$ cat config.mk
export PLATFORM = sky130hd
export DESIGN_NAME = fixed_object_pool_allocator_top
export DESIGN_NICKNAME = d
export VERILOG_FILES = /design/src/hw/rtl/fopa_pkg.sv /design/src/hw/rtl/fopa_ctrl.sv /design/src/hw/rtl/fopa_dp.sv /design/src/hw/rtl/fixed_object_pool_allocator_top.sv
export SDC_FILE = /design/constraint.sdc
export NUM_CORES = 2
export LEC_CHECK = 0
export BUFFER_PORTS_ARGS = -buffer_cell sky130_fd_sc_hd__clkbuf_2
export CORE_MARGIN = 2
export CORE_UTILIZATION = 35
export CTS_CLUSTER_DIAMETER = 100
export DETAILED_ROUTE_END_ITERATION = 8
export GPL_TIMING_DRIVEN = 0
export PLACE_DENSITY = 0.58
export SYNTH_ARGS = -nofsm -noshare
export SYNTH_HDL_FRONTEND = slang
export SYNTH_SLANG_ARGS = --single-unit
export TNS_END_PERCENT = 100
$ cat constraint.sdc
create_clock -name clk -period 12.1 [get_ports clk]
set_input_delay 1.815 -clock clk [delete_from_list [all_inputs] [get_ports clk]]
set_output_delay 1.815 -clock clk [all_outputs]
set_load 0.02 [all_outputs]
$ cat src/hw/rtl/fopa_pkg.sv
// fopa_pkg: types, codes and widths shared by the object pool allocator
// no dependencies; imported by fopa_ctrl, fopa_dp and the top level

package fopa_pkg;

    localparam int ADDR_W  = 32;
    localparam int SIZE_W  = 16;
    localparam int COUNT_W = 7;
    localparam int CFG_W   = 32;
    localparam int CFG_IDX_W = 2;

    localparam int DEFAULT_POOL_DEPTH = 64;

    // request codes
    localparam logic [1:0] REQ_ALLOC = 2'd0;
    localparam logic [1:0] REQ_FREE  = 2'd1;
    localparam logic [1:0] REQ_INIT  = 2'd2;

    // result status codes
    localparam logic [1:0] STATUS_OK        = 2'd0;
    localparam logic [1:0] STATUS_NO_FREE   = 2'd1;
    localparam logic [1:0] STATUS_NONE_USED = 2'd2;
    localparam logic [1:0] STATUS_BAD_ADDR  = 2'd3;

    // configuration register indexes
    localparam logic [CFG_IDX_W-1:0] CFG_BASE_ADDRESS = 2'd0;
    localparam logic [CFG_IDX_W-1:0] CFG_OBJECT_SIZE  = 2'd1;
    localparam logic [CFG_IDX_W-1:0] CFG_OBJECT_COUNT = 2'd2;

    typedef struct packed {
        logic [1:0]        req_type;
        logic [ADDR_W-1:0] free_address;
    } req_t;

    typedef struct packed {
        logic [1:0]         status;
        logic [ADDR_W-1:0]  object_address;
        logic [COUNT_W-1:0] available_count;
    } rsp_t;

    typedef enum logic [1:0] {
        CTL_IDLE,
        CTL_EXEC,
        CTL_INIT
    } ctl_state_t;

    typedef struct packed {
        logic accept;
        logic exec;
        logic init_write;
        logic init_finish;
    } ctl_cmd_t;

    typedef struct packed {
        logic init_end;
    } dp_stat_t;

endpackage

$ cat src/hw/rtl/fopa_ctrl.sv
// fopa_ctrl: request sequencer for the object pool allocator
// depends on fopa_pkg; drives the command struct of fopa_dp

module fopa_ctrl
    import fopa_pkg::*;
(
    input  logic     clk,
    input  logic     rst_n,
    input  logic     start,
    input  logic [1:0] req_type,
    input  dp_stat_t stat,
    output ctl_cmd_t cmd,
    output logic     busy
);

    ctl_state_t state_reg;
    ctl_state_t state_next;

    always_ff @(posedge clk or negedge rst_n)
    begin
        if (!rst_n)
        begin
            state_reg <= CTL_IDLE;
        end
        else
        begin
            state_reg <= state_next;
        end
    end

    always_comb
    begin
        state_next = state_reg;
        cmd        = '0;
        busy       = 1'b1;
        unique case (state_reg)
            CTL_IDLE:
            begin
                busy = 1'b0;
                if (start)
                begin
                    cmd.accept = 1'b1;
                    state_next = (req_type == REQ_INIT) ? CTL_INIT : CTL_EXEC;
                end
            end
            CTL_EXEC:
            begin
                cmd.exec   = 1'b1;
                state_next = CTL_IDLE;
            end
            CTL_INIT:
            begin
                if (stat.init_end)
                begin
                    cmd.init_finish = 1'b1;
                    state_next      = CTL_IDLE;
                end
                else
                begin
                    cmd.init_write = 1'b1;
                end
            end
            default:
            begin
                state_next = CTL_IDLE;
            end
        endcase
    end

`ifndef SYNTH
    a_one_cmd: assert property (@(posedge clk) disable iff (!rst_n)
        $onehot0({cmd.accept, cmd.exec, cmd.init_write, cmd.init_finish}))
        else $error("more than one command at once");

    a_exec_returns: assert property (@(posedge clk) disable iff (!rst_n)
        cmd.exec |=> state_reg == CTL_IDLE && !busy)
        else $error("sequencer not idle after execute");

    a_accept_busy: assert property (@(posedge clk) disable iff (!rst_n)
        cmd.accept |=> busy)
        else $error("accepted item without going busy");
`endif

endmodule

$ cat src/hw/rtl/fopa_dp.sv
// fopa_dp: slot table, stack pointers, config registers and result register
// depends on fopa_pkg; controlled by fopa_ctrl through ctl_cmd_t

module fopa_dp
    import fopa_pkg::*;
#(
    parameter int POOL_DEPTH = DEFAULT_POOL_DEPTH
)
(
    input  logic                 clk,
    input  logic                 rst_n,
    input  req_t                 req,
    input  ctl_cmd_t             cmd,
    output dp_stat_t             stat,
    input  logic                 cfg_wr_en,
    input  logic [CFG_IDX_W-1:0] cfg_index,
    input  logic [CFG_W-1:0]     cfg_data,
    output logic                 done,
    output rsp_t                 rsp
);

    localparam int IDX_W  = (POOL_DEPTH > 1) ? $clog2(POOL_DEPTH) : 1;
    localparam int LINK_W = $clog2(POOL_DEPTH + 1);
    localparam int DEPTH_CAP = (POOL_DEPTH > 127) ? 127 : POOL_DEPTH;
    localparam int SPAN_W = COUNT_W + SIZE_W;
    localparam logic [LINK_W-1:0]  LINK_EMPTY = LINK_W'(POOL_DEPTH);
    localparam logic [COUNT_W-1:0] COUNT_CAP  = COUNT_W'(DEPTH_CAP);

    // slot table
    logic [ADDR_W-1:0] addr_mem [POOL_DEPTH];
    logic [LINK_W-1:0] link_mem [POOL_DEPTH];

    // configuration
    logic [ADDR_W-1:0]  base_reg;
    logic [SIZE_W-1:0]  size_reg;
    logic [COUNT_W-1:0] count_reg;

    // stacks
    logic [LINK_W-1:0]  free_top_reg, free_top_next;
    logic [LINK_W-1:0]  used_top_reg, used_top_next;
    logic [COUNT_W-1:0] free_slots_reg, free_slots_next;

    // latched item and table read data
    logic [1:0]         req_type_reg;
    logic [ADDR_W-1:0]  free_addr_reg;
    logic [ADDR_W-1:0]  rd_addr_reg;
    logic [LINK_W-1:0]  rd_link_reg;

    // init walk
    logic [COUNT_W-1:0] cnt_reg, cnt_next;
    logic [ADDR_W-1:0]  run_addr_reg, run_addr_next;

    // result
    logic               done_reg, done_next;
    rsp_t               rsp_reg, rsp_next;

    logic [LINK_W-1:0]  rd_top;
    logic               rd_ok;
    logic [IDX_W-1:0]   rd_idx;

    logic [COUNT_W-1:0] eff_n;
    logic [COUNT_W-1:0] eff_m1;
    logic [SPAN_W-1:0]  span;
    logic [ADDR_W:0]    last_addr;
    logic               in_pool;
    logic               free_empty;
    logic               used_empty;

    logic               addr_we, link_we;
    logic [IDX_W-1:0]   wr_idx;
    logic [ADDR_W-1:0]  wr_addr;
    logic [LINK_W-1:0]  wr_link;

    assign eff_n  = (count_reg > COUNT_CAP) ? COUNT_CAP : count_reg;
    assign eff_m1 = eff_n - COUNT_W'(1);
    assign span   = SPAN_W'(eff_m1) * SPAN_W'(size_reg);
    assign last_addr = (ADDR_W + 1)'(base_reg) + (ADDR_W + 1)'(span);
    assign in_pool = (free_addr_reg != '0) && (eff_n != '0)
                     && (free_addr_reg >= base_reg)
                     && ((ADDR_W + 1)'(free_addr_reg) <= last_addr);

    assign free_empty = free_top_reg >= LINK_EMPTY;
    assign used_empty = used_top_reg >= LINK_EMPTY;

    assign rd_top = (req.req_type == REQ_FREE) ? used_top_reg : free_top_reg;
    assign rd_ok  = rd_top < LINK_EMPTY;
    assign rd_idx = IDX_W'(rd_top);

    assign stat.init_end = (cnt_reg == eff_n);

    assign done = done_reg;
    assign rsp  = rsp_reg;

    // configuration registers
    always_ff @(posedge clk or negedge rst_n)
    begin
        if (!rst_n)
        begin
            base_reg  <= '0;
            size_reg  <= SIZE_W'(1);
            count_reg <= COUNT_W'(64);
        end
        else if (cfg_wr_en)
        begin
            unique case (cfg_index)
                CFG_BASE_ADDRESS: base_reg  <= cfg_data[ADDR_W-1:0];
                CFG_OBJECT_SIZE:  size_reg  <= cfg_data[SIZE_W-1:0];
                CFG_OBJECT_COUNT: count_reg <= cfg_data[COUNT_W-1:0];
                default:          ;
            endcase
        end
    end

    // table read at accept
    always_ff @(posedge clk)
    begin
        if (cmd.accept && rd_ok)
        begin
            rd_addr_reg <= addr_mem[rd_idx];
            rd_link_reg <= link_mem[rd_idx];
        end
    end

    // table writes
    always_ff @(posedge clk)
    begin
        if (addr_we)
        begin
            addr_mem[wr_idx] <= wr_addr;
        end
        if (link_we)
        begin
            link_mem[wr_idx] <= wr_link;
        end
    end

    // item latch and init walk
    always_ff @(posedge clk)
    begin
        if (cmd.accept)
        begin
            req_type_reg  <= req.req_type;
            free_addr_reg <= req.free_address;
        end
        cnt_reg      <= cnt_next;
        run_addr_reg <= run_addr_next;
        rsp_reg      <= rsp_next;
    end

    always_ff @(posedge clk or negedge rst_n)
    begin
        if (!rst_n)
        begin
            free_top_reg   <= LINK_EMPTY;
            used_top_reg   <= LINK_EMPTY;
            free_slots_reg <= '0;
            done_reg       <= 1'b0;
        end
        else
        begin
            free_top_reg   <= free_top_next;
            used_top_reg   <= used_top_next;
            free_slots_reg <= free_slots_next;
            done_reg       <= done_next;
        end
    end

    always_comb
    begin
        free_top_next   = free_top_reg;
        used_top_next   = used_top_reg;
        free_slots_next = free_slots_reg;
        cnt_next        = cnt_reg;
        run_addr_next   = run_addr_reg;
        done_next       = 1'b0;
        rsp_next        = rsp_reg;
        addr_we         = 1'b0;
        link_we         = 1'b0;
        wr_idx          = IDX_W'(cnt_reg);
        wr_addr         = run_addr_reg;
        wr_link         = (cnt_reg == '0) ? LINK_EMPTY : LINK_W'(cnt_reg - COUNT_W'(1));

        if (cmd.accept)
        begin
            cnt_next      = '0;
            run_addr_next = base_reg;
        end

        if (cmd.init_write)
        begin
            addr_we       = 1'b1;
            link_we       = 1'b1;
            cnt_next      = cnt_reg + COUNT_W'(1);
            run_addr_next = run_addr_reg + ADDR_W'(size_reg);
        end

        if (cmd.init_finish)
        begin
            free_top_next   = (eff_n == '0) ? LINK_EMPTY : LINK_W'(eff_m1);
            used_top_next   = LINK_EMPTY;
            free_slots_next = eff_n;
            done_next       = 1'b1;
            rsp_next.status          = STATUS_OK;
            rsp_next.object_address  = '0;
            rsp_next.available_count = eff_n;
        end

        if (cmd.exec)
        begin
            done_next               = 1'b1;
            rsp_next.status         = STATUS_OK;
            rsp_next.object_address = '0;
            case (req_type_reg)
                REQ_ALLOC:
                begin
                    if (free_empty)
                    begin
                        rsp_next.status = STATUS_NO_FREE;
                    end
                    else
                    begin
                        link_we       = 1'b1;
                        wr_idx        = IDX_W'(free_top_reg);
                        wr_link       = used_top_reg;
                        free_top_next = rd_link_reg;
                        used_top_next = free_top_reg;
                        if (free_slots_reg != '0)
                        begin
                            free_slots_next = free_slots_reg - COUNT_W'(1);
                        end
                        rsp_next.object_address = rd_addr_reg;
                    end
                end
                REQ_FREE:
                begin
                    if (!in_pool)
                    begin
                        rsp_next.status = STATUS_BAD_ADDR;
                    end
                    else if (used_empty)
                    begin
                        rsp_next.status = STATUS_NONE_USED;
                    end
                    else
                    begin
                        addr_we       = 1'b1;
                        link_we       = 1'b1;
                        wr_idx        = IDX_W'(used_top_reg);
                        wr_addr       = free_addr_reg;
                        wr_link       = free_top_reg;
                        used_top_next = rd_link_reg;
                        free_top_next = used_top_reg;
                        if (free_slots_reg < COUNT_CAP)
                        begin
                            free_slots_next = free_slots_reg + COUNT_W'(1);
                        end
                    end
                end
                default:
                begin
                end
            endcase
            rsp_next.available_count = free_slots_next;
        end
    end

`ifndef SYNTH
    a_free_bound: assert property (@(posedge clk) disable iff (!rst_n)
        free_slots_reg <= COUNT_CAP)
        else $error("free slot count above pool depth");

    a_alloc_count: assert property (@(posedge clk) disable iff (!rst_n)
        cmd.exec && req_type_reg == REQ_ALLOC && !free_empty && free_slots_reg != '0
        |=> free_slots_reg == $past(free_slots_reg) - COUNT_W'(1))
        else $error("alloc did not take a free slot");

    a_init_state: assert property (@(posedge clk) disable iff (!rst_n)
        cmd.init_finish |=> used_top_reg == LINK_EMPTY && free_slots_reg == $past(eff_n))
        else $error("init left stacks inconsistent");

    a_err_addr_zero: assert property (@(posedge clk) disable iff (!rst_n)
        done_reg && rsp_reg.status != STATUS_OK |-> rsp_reg.object_address == '0)
        else $error("address returned with an error status");
`endif

endmodule

$ cat src/hw/rtl/fixed_object_pool_allocator_top.sv
// fixed_object_pool_allocator_top: fixed-size object pool allocator
// depends on fopa_pkg, fopa_ctrl and fopa_dp
//
//  port group            direction  handshake
//  start / busy / req    in         item taken when start high and busy low
//  done / rsp            out        one cycle strobe, cannot be held off
//  cfg_wr_en / cfg_*     in         register written on any edge with cfg_wr_en
//
// alloc, free, unused: top entry read at accept; a successful alloc or free writes it
// init writes n entries, n the slot count capped at the pool depth, one entry per cycle
// the result shows on rsp with done in the cycle after the item finishes
// reset clears the stack pointers and free count; the slot table is not cleared
// the receiver cannot stall; the next item may start in the result cycle

module fixed_object_pool_allocator_top
    import fopa_pkg::*;
#(
    parameter int POOL_DEPTH = DEFAULT_POOL_DEPTH
)
(
    input  logic                 clk,
    input  logic                 rst_n,
    input  logic                 start,
    output logic                 busy,
    input  req_t                 req,
    output logic                 done,
    output rsp_t                 rsp,
    input  logic                 cfg_wr_en,
    input  logic [CFG_IDX_W-1:0] cfg_index,
    input  logic [CFG_W-1:0]     cfg_data
);

    ctl_cmd_t cmd;
    dp_stat_t stat;

    fopa_ctrl u_ctrl (
        .clk      (clk),
        .rst_n    (rst_n),
        .start    (start),
        .req_type (req.req_type),
        .stat     (stat),
        .cmd      (cmd),
        .busy     (busy)
    );

    fopa_dp #(
        .POOL_DEPTH (POOL_DEPTH)
    ) u_dp (
        .clk       (clk),
        .rst_n     (rst_n),
        .req       (req),
        .cmd       (cmd),
        .stat      (stat),
        .cfg_wr_en (cfg_wr_en),
        .cfg_index (cfg_index),
        .cfg_data  (cfg_data),
        .done      (done),
        .rsp       (rsp)
    );

endmodule

==> summary.md <==
| Metric | Value |
|---|---|
| Final setup vio count | `0` |
| Post-CTS Hold Fix Bufs | `0` |
| Global route total overflow | `0` |
| Critical path class | `reg2reg` |
| Mapped Cells | `6205` |
| Clock Sinks | `2728` |
| Worst Tran Pin Value | `1.45 ns` |
| Crit end category | `register` |
| Status | `completed` |
| MaxCap Viol Count | `0` |
| Syn avg cell area | `18.3 um2` |
| Max-slew violations | `0` |
| Die height | `573 um` |
| CP max stage cell | `fa_1` |
| XOR/XNOR share of the synthesized area | `0.00587` |
| Placer congestion estimate | `0.922` |
| Hold Crit Class | `reg2reg` |
| Detailed Routing Iterations Pass 1 | `7` |
| Fmax achieved | `0.0862 GHz` |
| Cell repeated most along the worst path | `fa_1` |
| Crit path required time | `12.64 ns` |
| PortBufs | `114` |
| CTS clk-pin slew, worst paths | `0.06 ns` |
| WL per Instance | `30.2 um` |
| Place WS | `-3.10 ns` |
| Synth unique cells | `75` |
| GRT Overall Usage | `0.204` |
| Met2 wire length | `160000 um` |
| Peak VDD IR | `0.439 mV` |
| Syn nets | `6504` |
| Simple-gate share of the synthesized area | `0.0484` |
| Routed Antenna Nets | `0` |
| First-pass GRT wire length | `480000 um` |
| Async SR Flop Fraction | `0.0290` |
| Number of synthesized flops with an enable pin | `2649` |
| Main combinational cell family by area after synthesis | `multiplexers` |
| Synth Flop Type | `edfxtp_1` |
| Crit path max fanout | `11` |
| Die area | `328000 um2` |
| Critical Path Source | `u_dp.count_reg[6]$_DFFE_PN1P_` |
| Hold_sp | `u_dp.rd_addr_reg[10]$_DFFE_PP_` |
| Initial Util | `0.352` |
| Max FFs per register | `2048` |
| FF+latch count, synth | `2728` |
| Syn. warnings | `0` |
| Final worst slack | `0.504 ns` |
| Mux contribution to synthesized area | `0.131` |
| Cell taking the most area after synthesis | `edfxtp_1` |
| Placed Cells | `10800` |
| Vias in the first global route | `63500` |
| Final #Nets | `7130` |
| Core area | `322000 um2` |
| Post-Synth Adder-Cell Area | `0.0311` |
| Initial antenna violation count | `23` |
| Relative slew margins | `0.0348` |
| Area grow syn2layout | `17.2%` |
| Post-synth top area share | `0.702` |
| Critical path startpoint category | `register` |
| Clock latency on the worst-skew pair | `0.89 ns` |
| Dpl hpwl | `239000 um` |
| Critical R2R Launch | `u_dp.count_reg[6]$_DFFE_PN1P_` |
| Synth top area cells | `edfxtp_1 (70%), mux4_2 (12%), nand2_1 (1.7%), dfrtp_1 (1.7%), fa_1 (1.6%)` |
| LEAKAGE | `0.0438 uW` |
| Final min period | `11.60 ns` |
| Via count | `63700` |
| Row count | `208` |
| # IOs | `115` |
| First DRT Iteration DRCs | `8003` |
| Non-Filler Instances | `11300` |
| Power per cell area | `279 nW/um2` |
| Final worst-path cycle share | `0.958` |
| Num CTS Buffers | `278` |
| Crit-path max cell delay | `0.59 ns` |
| Arrival time at the worst endpoint | `12.14 ns` |
| Setup slack, reg-to-reg | `0.50 ns` |
| Clk_skew | `0.0852 ns` |
| Top Layer Used | `met5` |
| Register area share after synthesis | `0.719` |
| Layout cells sized above 1 | `0.231` |
| Largest net degree at the start of global routing | `65` |
| Mapped Area | `113000 um2` |
| DR WL met3 | `32200 um` |
| Via-per-instance ratio | `5.62` |
| Die width | `573 um` |
| H-tree level count | `5` |
| DRT met1 WL | `135000 um` |
| CTS tree | `yes` |
| Clock buffer depth | `4` |
| Hold Violations, Final | `0` |
| WL final | `343000 um` |
| Root Driver | `clkbuf_16` |
| Drc violations | `0` |
| Compound-cell area share of the yosys netlist | `0.0467` |
-- synth_stat cells, types with 41 or more instances --
library cell,number
dfrtp_1,75
a211oi_1,205
nand3_1,43
buf_1,83
a311oi_1,81
nor2_1,176
and3_1,54
edfxtp_1,2649
fa_1,91
clkbuf_1,253
nand2_1,503
o21ai_0,112
nor3_1,41
and2_1,217
inv_1,177
ha_1,136
a21oi_1,177
mux2_2,60
a31oi_1,96
xnor2_1,45
mux4_2,624
-- repair_timing --
| item | in CTS | in global routing |
|---|---|---|
| endpoints found under the setup margin | 5019 | 4121 |
| gates resized for setup | 62 | 47 |
| setup buffers | 66 | 26 |
| pin swaps | 44 | 15 |
-- layout make-up --
type	instances	area [um2]
Clock buffer	335	7280
Multi-Input combinational cell	2949	30900
Sequential cell	2728	81500
Timing Repair Buffer	353	4430
Tap cell	4305	5390
Buffer	344	1380
Inverter	177	664
Clock inverter	141	1260
Antenna cell	14	35.0
Fill cell	28500	189000
-- metal layers --
layer | global-route usage | vias to the layer above
li1 | - | 26200
met1 | 0.278 | 33800
met2 | 0.324 | 3186
met3 | 0.0391 | 619
met4 | 0.0827 | 2
met5 | 0 | -
-- through the flow --
stage / area, um2 / hold WS [ns] / TNS (ns) / total power (uW) / util
floorplan: 113000 / 0.508 / 0 / 22100 / -
global placement: 119000 / 0.533 / - / 27700 / 0.371
detailed placement: 123000 / 0.530 / - / 28500 / 0.382
CTS: 132000 / 0.557 / -47.72 / 37000 / 0.411
global route: 133000 / 0.567 / -0.317 / 38700 / 0.413
finish: 133000 / 0.559 / 0 / 37000 / 0.413
-- power breakdown --
group / switching [uW] / internal (uW)
clock: 3610 / 4700
combinational: 10500 / 5400
sequential: 314 / 12500
total: 14400 / 22600
-- placed cells by master (no fill, tap or decap), types with 58 or more instances in the layout --
cell and n:
a211oi_1 196, a21oi_1 174, a311oi_1 80, a31oi_1 94, and2_1 217, buf_1 80, buf_12 99, buf_4 73
clkbuf_1 271, clkbuf_16 282, clkbuf_2 134, clkinv_1 61, dfrtp_1 75, edfxtp_1 2649, fa_1 91, ha_1 135
inv_1 176, mux4_2 624, nand2_1 493, nor2_1 84, nor2_4 58, o21ai_0 109
-- critical path: cells and delay by family (launching register included) --
kind	cells	cell delay, ns
AO/OA/AOI/OAI	13	3.82
XOR/XNOR	1	0.10
adder cells (fa/ha/maj)	7	2.88
buffers and inverters	10	2.06
flip-flops	1	0.44
AND/OR/NAND/NOR	9	1.99
-- cell families (layout without fill, tap and decap cells) --
family | count (synthesis) | in the layout
multiplexers | 694 | 694
flip-flops | 2728 | 2728
XOR/XNOR | 76 | 76
AO/OA/AOI/OAI | 800 | 800
buffers and inverters | 528 | 1350
other | 0 | 14
adder cells (fa/ha/maj) | 227 | 227
AND/OR/NAND/NOR | 1152 | 1152
-- final timing paths --
path	end	depth (start not counted)
max	u_dp.addr_mem[20][11]$_DFFE_PP_	40
min	u_dp.rsp[17]$_SDFFCE_PP0P_	1
max reg2reg	u_dp.addr_mem[20][11]$_DFFE_PP_	40
min reg2reg	u_dp.rsp[17]$_SDFFCE_PP0P_	1
max in group asynchronous	u_dp.size_reg[0]$_DFFE_PN1P_	2
min in group asynchronous	u_dp.done$_DFF_PN0_	1
(Power assumes the default switching activity.)
